[config.mk]
export PLATFORM = sky130hd
export DESIGN_NAME = urlencoded_query_parser
export DESIGN_NICKNAME = d
export VERILOG_FILES = /design/src/rtl/core/uqp_pkg.sv /design/src/rtl/core/uqp_front.sv /design/src/rtl/core/uqp_queue.sv /design/src/rtl/core/uqp_back.sv /design/src/rtl/core/urlencoded_query_parser.sv
export SDC_FILE = /design/constraint.sdc
export NUM_CORES = 1
export LEC_CHECK = 0
export BUFFER_PORTS_ARGS = -buffer_cell sky130_fd_sc_hd__buf_4
export CAP_MARGIN = 20
export CORE_UTILIZATION = 51
export CTS_BUF_LIST = sky130_fd_sc_hd__clkbuf_4
export DETAILED_ROUTE_END_ITERATION = 8
export MAX_ROUTING_LAYER = met4
export PLACE_DENSITY = 0.68
export RECOVER_POWER = 50
export SYNTH_ARGS = -nofsm -noshare
export SYNTH_HDL_FRONTEND = slang
export SYNTH_SLANG_ARGS = --single-unit
[constraint.sdc]
create_clock -name clk -period 6.8 [get_ports clk]
set_input_delay 0.34 -clock clk [delete_from_list [all_inputs] [get_ports clk]]
set_output_delay 0.34 -clock clk [all_outputs]
set_load 0.005 [all_outputs]
[src/rtl/core/uqp_pkg.sv]
// Shared types, character codes and helpers for the query string parser.
// No dependencies; imported by every module of the block.
package uqp_pkg;

  // Default longest token, counted with its terminator slot.
  localparam int TOKEN_CAP_DEF   = 256;
  // Default depth of the queue between front and back.
  localparam int QUEUE_DEPTH_DEF = 4;

  // Characters with a meaning of their own.
  localparam logic [7:0] CH_PCT   = 8'h25;
  localparam logic [7:0] CH_PLUS  = 8'h2B;
  localparam logic [7:0] CH_AMP   = 8'h26;
  localparam logic [7:0] CH_EQ    = 8'h3D;
  localparam logic [7:0] CH_SPACE = 8'h20;

  // Result kinds.
  typedef enum logic [1:0] {
    KIND_KEY   = 2'd0,
    KIND_VALUE = 2'd1,
    KIND_END   = 2'd2
  } kind_t;

  // Escape tracker: nothing held, a '%' held, a '%' and one hex digit held.
  typedef enum logic [2:0] {
    PEND_NONE = 3'b001,
    PEND_PCT  = 3'b010,
    PEND_HEX  = 3'b100
  } pend_t;

  // Slot indexes within one queue entry; the last slot is the pair end.
  localparam int NUM_BYTE_SLOTS = 3;
  localparam int SLOT_END       = 3;

  // Everything one input byte causes: up to three bytes and a pair end.
  typedef struct packed {
    logic [NUM_BYTE_SLOTS-1:0][7:0] bytes;
    logic [NUM_BYTE_SLOTS:0]        mask;      // bit SLOT_END marks the pair end
    logic                           is_value;  // bytes belong to the value
    logic                           kept;      // pair kept flag for the end slot
  } q_entry_t;

  // Decode an ASCII hex digit: {valid, nibble}.
  function automatic logic [4:0] hex_decode(input logic [7:0] c);
    logic [4:0] r;
    r = '0;
    if (c >= 8'h30 && c <= 8'h39) begin
      r = {1'b1, 4'(c - 8'h30)};
    end else if (c >= 8'h61 && c <= 8'h66) begin
      r = {1'b1, 4'(c - 8'h57)};
    end else if (c >= 8'h41 && c <= 8'h46) begin
      r = {1'b1, 4'(c - 8'h37)};
    end
    return r;
  endfunction

endpackage

[src/rtl/core/uqp_front.sv]
// Front part: takes raw query bytes, tracks segment and escape state, and
// classifies each byte into one queue entry. Depends on uqp_pkg.
module uqp_front #(
  parameter int TOKEN_CAP = uqp_pkg::TOKEN_CAP_DEF
) (
  input  logic              clk,
  input  logic              rst,
  input  logic              query_valid,
  output logic              query_stall,
  input  logic [7:0]        query_byte,
  input  logic              end_of_query,
  input  logic              full,
  output logic              push,
  output uqp_pkg::q_entry_t push_entry
);
  import uqp_pkg::*;

  localparam int LEN_W = $clog2(TOKEN_CAP);
  localparam logic [LEN_W-1:0] CAP_M1 = LEN_W'(TOKEN_CAP - 1);

  // Segment state
  pend_t             pend, pend_next;
  logic [7:0]        held_hex, held_hex_next;
  logic [LEN_W-1:0]  tok_len, tok_len_next;
  logic              in_value, in_value_next;
  logic              key_nz, key_nz_next;
  logic              seg_open, seg_open_next;

  logic              accept;
  logic [4:0]        hex_c, hex_h;
  logic              is_amp, esc_pct_hex, esc_hex_hex, general;
  logic [NUM_BYTE_SLOTS-1:0]       want, take;
  logic [NUM_BYTE_SLOTS-1:0][7:0]  cand;
  logic [LEN_W-1:0]  run_len;
  logic              run_key_nz;
  logic              end_want;

  assign query_stall = full;
  assign accept      = query_valid && !full;

  assign hex_c       = hex_decode(query_byte);
  assign hex_h       = hex_decode(held_hex);
  assign is_amp      = (query_byte == CH_AMP);
  assign esc_pct_hex = !is_amp && (pend == PEND_PCT) && hex_c[4];
  assign esc_hex_hex = !is_amp && (pend == PEND_HEX) && hex_c[4] && hex_h[4];
  assign general     = !is_amp && !esc_pct_hex && !esc_hex_hex;

  // Build the candidate bytes in emission order: held '%', held digit, own byte
  always_comb begin
    want = '0;
    cand = '0;
    if (is_amp || general) begin
      want[0] = (pend != PEND_NONE);
      cand[0] = CH_PCT;
      want[1] = (pend == PEND_HEX);
      cand[1] = held_hex;
    end
    if (esc_pct_hex) begin
      // Token closes on the final byte with the escape half done
      want[0] = end_of_query;
      cand[0] = CH_PCT;
      want[1] = end_of_query;
      cand[1] = query_byte;
    end
    if (esc_hex_hex) begin
      want[2] = 1'b1;
      cand[2] = {hex_h[3:0], hex_c[3:0]};
    end
    if (general) begin
      case (query_byte)
        CH_PLUS: begin
          want[2] = 1'b1;
          cand[2] = CH_SPACE;
        end
        CH_PCT: begin
          // A fresh '%' on the final byte is flushed literally
          want[2] = end_of_query;
          cand[2] = CH_PCT;
        end
        CH_EQ: begin
          want[2] = in_value;
          cand[2] = CH_EQ;
        end
        default: begin
          want[2] = 1'b1;
          cand[2] = query_byte;
        end
      endcase
    end
  end

  // Apply the token length limit and track the key's first byte
  always_comb begin
    take       = '0;
    run_len    = tok_len;
    run_key_nz = key_nz;
    for (int i = 0; i < NUM_BYTE_SLOTS; i++) begin
      if (want[i] && run_len < CAP_M1) begin
        take[i] = 1'b1;
        if (!in_value && run_len == '0) begin
          run_key_nz = (cand[i] != 8'h00);
        end
        run_len = run_len + 1'b1;
      end
    end
  end

  assign end_want = is_amp ? seg_open : end_of_query;

  // Pack the entry for the back part
  always_comb begin
    push_entry.bytes    = cand;
    push_entry.mask     = {end_want, take};
    push_entry.is_value = in_value;
    push_entry.kept     = run_key_nz;
    push                = accept && ((|take) || end_want);
  end

  // Next segment state
  always_comb begin
    pend_next     = pend;
    held_hex_next = held_hex;
    tok_len_next  = run_len;
    in_value_next = in_value;
    key_nz_next   = run_key_nz;
    seg_open_next = 1'b1;
    if (is_amp || end_of_query) begin
      pend_next     = PEND_NONE;
      held_hex_next = '0;
      tok_len_next  = '0;
      in_value_next = 1'b0;
      key_nz_next   = 1'b0;
      seg_open_next = 1'b0;
    end else if (esc_pct_hex) begin
      pend_next     = PEND_HEX;
      held_hex_next = query_byte;
    end else if (esc_hex_hex) begin
      pend_next     = PEND_NONE;
      held_hex_next = '0;
    end else begin
      held_hex_next = '0;
      pend_next     = (query_byte == CH_PCT) ? PEND_PCT : PEND_NONE;
      if (query_byte == CH_EQ && !in_value) begin
        in_value_next = 1'b1;
        tok_len_next  = '0;
      end
    end
  end

  // Advance state on each accepted transaction
  always_ff @(posedge clk) begin
    if (rst) begin
      pend     <= PEND_NONE;
      held_hex <= '0;
      tok_len  <= '0;
      in_value <= 1'b0;
      key_nz   <= 1'b0;
      seg_open <= 1'b0;
    end else if (accept) begin
      pend     <= pend_next;
      held_hex <= held_hex_next;
      tok_len  <= tok_len_next;
      in_value <= in_value_next;
      key_nz   <= key_nz_next;
      seg_open <= seg_open_next;
    end
  end

  // The final byte leaves the parser as after reset
  a_clear_after_last: assert property (@(posedge clk) disable iff (rst)
    accept && end_of_query |=>
      pend == PEND_NONE && !seg_open && !in_value && tok_len == '0)
    else $error("segment state not cleared after final byte");

  // A token never grows past its limit
  a_len_bound: assert property (@(posedge clk) disable iff (rst)
    tok_len <= CAP_M1)
    else $error("token length over limit");

endmodule

[src/rtl/core/uqp_queue.sv]
// Short queue of classified entries between front and back parts.
// Depends on uqp_pkg for the entry type.
module uqp_queue #(
  parameter int DEPTH = uqp_pkg::QUEUE_DEPTH_DEF
) (
  input  logic              clk,
  input  logic              rst,
  input  logic              push,
  input  uqp_pkg::q_entry_t push_entry,
  output logic              full,
  input  logic              pop,
  output uqp_pkg::q_entry_t head,
  output logic              empty
);
  import uqp_pkg::*;

  localparam int PTR_W = $clog2(DEPTH);
  localparam int CNT_W = $clog2(DEPTH + 1);
  localparam logic [PTR_W-1:0] LAST_PTR = PTR_W'(DEPTH - 1);
  localparam logic [CNT_W-1:0] DEPTH_C  = CNT_W'(DEPTH);

  q_entry_t          slots [DEPTH];
  logic [PTR_W-1:0]  wr_ptr, rd_ptr;
  logic [CNT_W-1:0]  count;
  logic              do_push, do_pop;

  assign full    = (count == DEPTH_C);
  assign empty   = (count == '0);
  assign do_push = push && !full;
  assign do_pop  = pop && !empty;
  assign head    = slots[rd_ptr];

  // Store entries
  always_ff @(posedge clk) begin
    if (do_push) begin
      slots[wr_ptr] <= push_entry;
    end
  end

  // Advance pointers and occupancy
  always_ff @(posedge clk) begin
    if (rst) begin
      wr_ptr <= '0;
      rd_ptr <= '0;
      count  <= '0;
    end else begin
      if (do_push) begin
        wr_ptr <= (wr_ptr == LAST_PTR) ? '0 : wr_ptr + 1'b1;
      end
      if (do_pop) begin
        rd_ptr <= (rd_ptr == LAST_PTR) ? '0 : rd_ptr + 1'b1;
      end
      if (do_push && !do_pop) begin
        count <= count + 1'b1;
      end else if (do_pop && !do_push) begin
        count <= count - 1'b1;
      end
    end
  end

  a_count_bound: assert property (@(posedge clk) disable iff (rst)
    count <= DEPTH_C)
    else $error("queue occupancy over depth");

  a_no_pop_empty: assert property (@(posedge clk) disable iff (rst)
    pop |-> !empty)
    else $error("pop from empty queue");

endmodule

[src/rtl/core/uqp_back.sv]
// Back part: unpacks queue entries into single results and holds them in
// the output register. Depends on uqp_pkg.
module uqp_back (
  input  logic              clk,
  input  logic              rst,
  input  uqp_pkg::q_entry_t head,
  input  logic              empty,
  output logic              pop,
  output logic              result_valid,
  input  logic              result_stall,
  output logic [7:0]        out_byte,
  output logic [1:0]        item_kind,
  output logic              pair_kept,
  output logic              run_last
);
  import uqp_pkg::*;

  q_entry_t                  work;
  logic [NUM_BYTE_SLOTS:0]   work_mask, rem_mask;
  logic [1:0]                sel;
  logic                      out_free, emit, load;

  // Pick the earliest slot still to go
  always_comb begin
    sel = 2'(SLOT_END);
    for (int i = NUM_BYTE_SLOTS; i >= 0; i--) begin
      if (work_mask[i]) begin
        sel = 2'(i);
      end
    end
  end

  assign rem_mask = work_mask & (work_mask - 1'b1);
  assign out_free = !result_valid || !result_stall;
  assign emit     = out_free && (|work_mask);
  assign load     = !empty && (work_mask == '0 || (emit && rem_mask == '0));
  assign pop      = load;

  // Hold the entry being unpacked
  always_ff @(posedge clk) begin
    if (rst) begin
      work_mask <= '0;
    end else if (load) begin
      work_mask <= head.mask;
    end else if (emit) begin
      work_mask <= rem_mask;
    end
  end

  always_ff @(posedge clk) begin
    if (load) begin
      work <= head;
    end
  end

  // Output register
  always_ff @(posedge clk) begin
    if (rst) begin
      result_valid <= 1'b0;
    end else if (emit) begin
      result_valid <= 1'b1;
    end else if (out_free) begin
      result_valid <= 1'b0;
    end
  end

  always_ff @(posedge clk) begin
    if (emit) begin
      run_last <= (rem_mask == '0);
      if (sel == 2'(SLOT_END)) begin
        out_byte  <= 8'h00;
        item_kind <= KIND_END;
        pair_kept <= work.kept;
      end else begin
        out_byte  <= work.bytes[sel];
        item_kind <= work.is_value ? KIND_VALUE : KIND_KEY;
        pair_kept <= 1'b0;
      end
    end
  end

  a_end_zero_byte: assert property (@(posedge clk) disable iff (rst)
    result_valid && item_kind == KIND_END |-> out_byte == 8'h00)
    else $error("pair end carries a byte");

  a_kept_only_on_end: assert property (@(posedge clk) disable iff (rst)
    result_valid && item_kind != KIND_END |-> !pair_kept)
    else $error("kept flag on a data byte");

endmodule

[src/rtl/core/urlencoded_query_parser.sv]
// Top level of the form-encoded query string parser: front, queue, back.
// Depends on uqp_pkg, uqp_front, uqp_queue and uqp_back.
//
// Input channel: one raw query byte per transaction (query_byte, with
// end_of_query on the final byte), handshake query_valid / query_stall.
// Output channel: one result per transaction (out_byte, item_kind,
// pair_kept, run_last), handshake result_valid / result_stall.
// The front accepts one byte every cycle while the queue has room; each
// byte gives zero to four results, and run_last marks the last of them.
// The back delivers one result per cycle while the receiver does not
// stall, so sustained rate is one byte per cycle for plain text; the
// extra results of an escape flush or pair end are soaked up by the
// QUEUE_DEPTH-entry queue.
// When the receiver stalls, the output register holds its result, the
// queue fills, and query_stall rises once the queue is full.
// Synchronous reset clears segment state, queue and output valid; the
// block is ready in the cycle after reset falls.
module urlencoded_query_parser #(
  parameter int TOKEN_CAP   = uqp_pkg::TOKEN_CAP_DEF,
  parameter int QUEUE_DEPTH = uqp_pkg::QUEUE_DEPTH_DEF
) (
  input  logic       clk,
  input  logic       rst,
  input  logic       query_valid,
  output logic       query_stall,
  input  logic [7:0] query_byte,
  input  logic       end_of_query,
  output logic       result_valid,
  input  logic       result_stall,
  output logic [7:0] out_byte,
  output logic [1:0] item_kind,
  output logic       pair_kept,
  output logic       run_last
);
  import uqp_pkg::*;

  q_entry_t push_entry, head;
  logic     push, full, pop, empty;

  // Classify incoming bytes
  uqp_front #(
    .TOKEN_CAP(TOKEN_CAP)
  ) u_front (
    .clk         (clk),
    .rst         (rst),
    .query_valid (query_valid),
    .query_stall (query_stall),
    .query_byte  (query_byte),
    .end_of_query(end_of_query),
    .full        (full),
    .push        (push),
    .push_entry  (push_entry)
  );

  // Decouple front and back
  uqp_queue #(
    .DEPTH(QUEUE_DEPTH)
  ) u_queue (
    .clk       (clk),
    .rst       (rst),
    .push      (push),
    .push_entry(push_entry),
    .full      (full),
    .pop       (pop),
    .head      (head),
    .empty     (empty)
  );

  // Deliver results
  uqp_back u_back (
    .clk         (clk),
    .rst         (rst),
    .head        (head),
    .empty       (empty),
    .pop         (pop),
    .result_valid(result_valid),
    .result_stall(result_stall),
    .out_byte    (out_byte),
    .item_kind   (item_kind),
    .pair_kept   (pair_kept),
    .run_last    (run_last)
  );

endmodule
==> metrics.md <==
| Metric | Value |
|---|---|
| CTS Buf Count | `17` |
| Tot GR Track Use | `0.2289` |
| FF+latch area | `4414 sq um` |
| Root Buffer Master | `clkbuf_4` |
| Sequential fraction of the synthesis area | `0.5555` |
| Number of nets with antenna violations after routing | `0` |
| Drt drc | `0` |
| Yosys top cell by area | `edfxtp_1` |
| EDFF count, synth | `123` |
| Fillers | `1227` |
| Initial antenna violation count | `1` |
| Worst VDD drop | `0.1327 mV` |
| Static leakage | `2.974 nW` |
| Global-route wire length before repair | `27140 um` |
| Gate power share | `0.247` |
| DR vias/cell | `6.198` |
| P_sw | `0.8121 mW` |
| Critical path type | `flip-flop to flip-flop` |
| GRT met3 Usage | `0.03669` |
| RSZ-0062 raised after global routing | `no` |
| Final Critical Period | `6.143 ns` |
| Routed length per instance | `19.81 um` |
| HPWL Detailed | `12100 um` |
| Layout cells sized above 1 | `0.1836` |
| Critical Path End Type | `flip-flop` |
| Area of the multi-input gates | `3289 sq um` |
| Clock share of power | `0.234` |
| Reg-to-reg endpoint | `u_queue.count[2]` |
| Rows | `45` |
| Worst Hold Class | `input pin to flip-flop` |
| CTS Sinks | `159` |
| Post-Syn Instances | `628` |
| Drt total wl | `17020 um` |
| Failing checks | `max-capacitance violations, max-slew violations` |
| R2R cell count | `24` |
| Vias | `5324` |
| Crit path max fanout | `7` |
| Final nets | `690` |
| Clock Path Buffers | `2` |
| Area of the die | `16080 sq um` |
| Die Span X | `126.8 um` |
| Port-buffer cells | `26` |
| H-tree levels | `4` |
| Layout area overhead | `8.817%` |
| Met2 Use GR | `0.3762` |
| Die Height | `126.8 um` |
| Top post-synthesis cells by area | `edfxtp_1 46%, dfxtp_1 9.1%, mux4_2 6.5%, ha_1 3.0%, nor2_1 2.7%` |
| Core ar. | `15200 sq um` |
| Vias in the first global route | `5242` |
| Net count after synthesis | `661` |
| Placed cells | `826` |
| Crit start category | `flip-flop` |
| Internal | `1.868 mW` |
| Final Max Slew Viols | `24` |
| Layout Skew | `0.01496 ns` |
| Setup_tns | `0 ns` |
| GR Overflow Total | `0` |
| Avg Inst Size Synth | `12.65 sq um` |
| Design Area, Final | `8647 sq um` |
| Flop2flop setup slack | `0.66 ns` |
| Clk_lat worst skew | `0.55 ns` |
| Area fraction of the dominant cell type after synthesis | `0.4648` |
| Syn Std Cell Area | `7946 sq um` |
| Top cells by instance count after synthesis | `123 x edfxtp_1, 57 x nor2_1, 37 x nand2_1, 36 x dfxtp_1, 23 x mux4_2` |
| 1st-iter DRT viols | `413` |
| Rel. slew slack | `-0.2837` |
| Netlist cell types | `94` |
| Pre-antenna DRT Iters | `5` |
| Hold path start | `query_byte[5]` |
| Worst EP required | `7.29 ns` |
| FF+latch count, synth | `159` |
| Most frequent cell after synthesis | `edfxtp_1` |
| Area post-placement | `8324 sq um` |
| Hold Path Cell Cnt | `3` |
| PD cells | `309.9 nW/um^2` |
| Yosys warns | `0` |
| Top FF cell, synth | `edfxtp_1` |
| Worst Hold End | `u_front.held_hex[5]` |
| RD Place Congestion | `0.9402` |
| Async set-reset flop share out of synthesis | `0` |
| Crit Reg-Reg Startpoint | `u_front.held_hex[0]` |
| Grt peak-use layer | `met2` |
| Clock slew at reported path FFs | `0.14 ns` |
| Initial Util | `0.5227` |
| Slew @ Worst Pin | `1.926 ns` |
| Switch share | `0.3030` |
| Fin crit share | `0.9034` |
| Setup violations, final | `0` |
| Met1 Use GR | `0.2860` |
| Number of I/O pins | `27` |
| Setup Fix Bufs, Post-CTS | `0` |
| Sequential cell fraction of total power | `0.519` |
| Status | `finished, violations left` |
| Final non-filler cell total | `859` |
| Max Clk Rate | `162.8 MHz` |
| CTS tree | `yes` |
| Largest net degree at the start of global routing | `32` |
| Hold Vio Cnt, Final | `0` |
| Max cap viols | `1` |
| Crit path arrival time | `6.63 ns` |
[flip-flops by register name, indices dropped and copies added (netlist names), named ones only]
signal	cells
u_queue.slots	92
u_back.work	19
u_back.out_byte	8
u_front.held_hex	8
u_front.tok_len	8
u_back.work_mask	4
u_front.pend	3
u_queue.count	3
u_back.item_kind	2
u_queue.rd_ptr	2
u_queue.wr_ptr	2
u_back.pair_kept	1
u_back.result_valid	1
u_back.run_last	1
u_front.in_value	1
u_front.key_nz	1
u_front.seg_open	1
[routing by layer]
layer  vias up  wire length (um)
met5         -                 0
met4         0               368
met3        30               811
met2       191              8295
met1      2599              7542
li1       2504                 -
[how the worst max path moves through the flow]
stage | start | to | slack, ns | cells after the start
after global routing | u_front.held_hex[0] | u_queue.count[2] | 0.11 | 25
after floorplan | query_byte[0] | u_queue.count[2] | 0.90 | 25
after detailed placement | query_byte[0] | u_queue.count[2] | 0.35 | 25
final | u_front.held_hex[0] | u_queue.count[2] | 0.66 | 24
after CTS | u_front.held_hex[0] | u_queue.count[2] | 0.52 | 24
after global placement | query_byte[0] | u_queue.count[2] | 0.58 | 25
[cells in the final DEF, fill, tap and decap left out, types with 7 or more instances in the layout]
cell	n
and2_1	9
nand2_1	37
a22oi_1	16
o21bai_1	7
inv_1	21
nand2b_1	11
nor4_1	7
o21ai_0	17
a22o_1	9
mux4_2	23
nor3_1	17
clkbuf_4	30
ha_1	19
nand3_1	9
dfxtp_1	36
o211ai_1	7
buf_4	21
nor2_1	57
a211oi_1	8
a31oi_1	7
mux2i_1	11
a21oi_1	19
edfxtp_1	123
nor2b_1	9
[area by class of cell]
cell class / count / share of cell area
diodes: 1 / 0.0002894
clock buffers: 17 / 0.01476
flip-flops and latches: 159 / 0.5105
well taps: 188 / 0.02720
multi-input cells: 419 / 0.3804
repair buffers: 37 / 0.03357
clock inverters: 15 / 0.02330
inverters: 23 / 0.009984
[critical path, cell delays in order (launching register included)]
cell      delay (ns)
dfxtp_1         0.50
inv_1           0.15
ha_1            0.24
nand2b_1        0.07
o21ai_0         0.14
o31ai_1         0.42
nor2_1          0.17
o21ai_1         0.34
clkinv_1        0.19
o21ai_0         0.26
ha_1            0.33
o311ai_2        0.18
o41a_1          0.50
mux2_2          0.33
ha_1            0.25
inv_1           0.11
nor4_4          0.06
a21o_4          0.26
a31oi_4         0.28
ha_1            0.24
inv_1           0.06
fa_1            0.37
xor2_1          0.17
or3_1           0.31
a21oi_1         0.16
[per-stage QoR]
step	setup slack, ns	total power, mW	utilization	hold WS, ns
2_1_floorplan	0.8959	1.854	-	0.4358
3_3_place_gp	0.5841	2.050	0.5458	0.4511
3_5_place_dp	0.3526	2.089	0.5476	0.4541
4_1_cts	0.5165	2.710	0.5692	0.01312
5_1_grt	0.1145	2.828	0.5688	0.04707
6_report	0.6568	2.680	0.5688	0.07698
[power groups by stage]
stage / registers, mW / logic [mW] / clock network (mW)
CTS: 1.39 / 0.676 / 0.641
finish: 1.39 / 0.663 / 0.626
global placement: 1.42 / 0.628 / 0
detailed placement: 1.42 / 0.673 / 0
global route: 1.41 / 0.737 / 0.678
floorplan: 1.38 / 0.476 / 0
[cells by family (layout without fill, tap and decap cells)]
logic type / count (synthesis) / after routing / share of synthesized area
other: 0 / 1 / 0
and+or+nand+nor: 203 / 203 / 0.1375
muxes: 38 / 38 / 0.08566
adders and majority gates: 21 / 21 / 0.03370
AOI/OAI and AO/OA: 146 / 146 / 0.1452
DFF: 159 / 159 / 0.5555
xor gates and xnor gates: 11 / 11 / 0.01212
buffers and inverters: 50 / 92 / 0.03039
[repair_timing]
| item | 4_1_cts | 5_1_grt |
|---|---|---|
| endpoints found under the setup margin | 0 | 1 |
| gates resized for setup | 0 | 2 |
| hold buffers | 0 | 0 |
No activity file was read; power rests on OpenSTA's default activity.
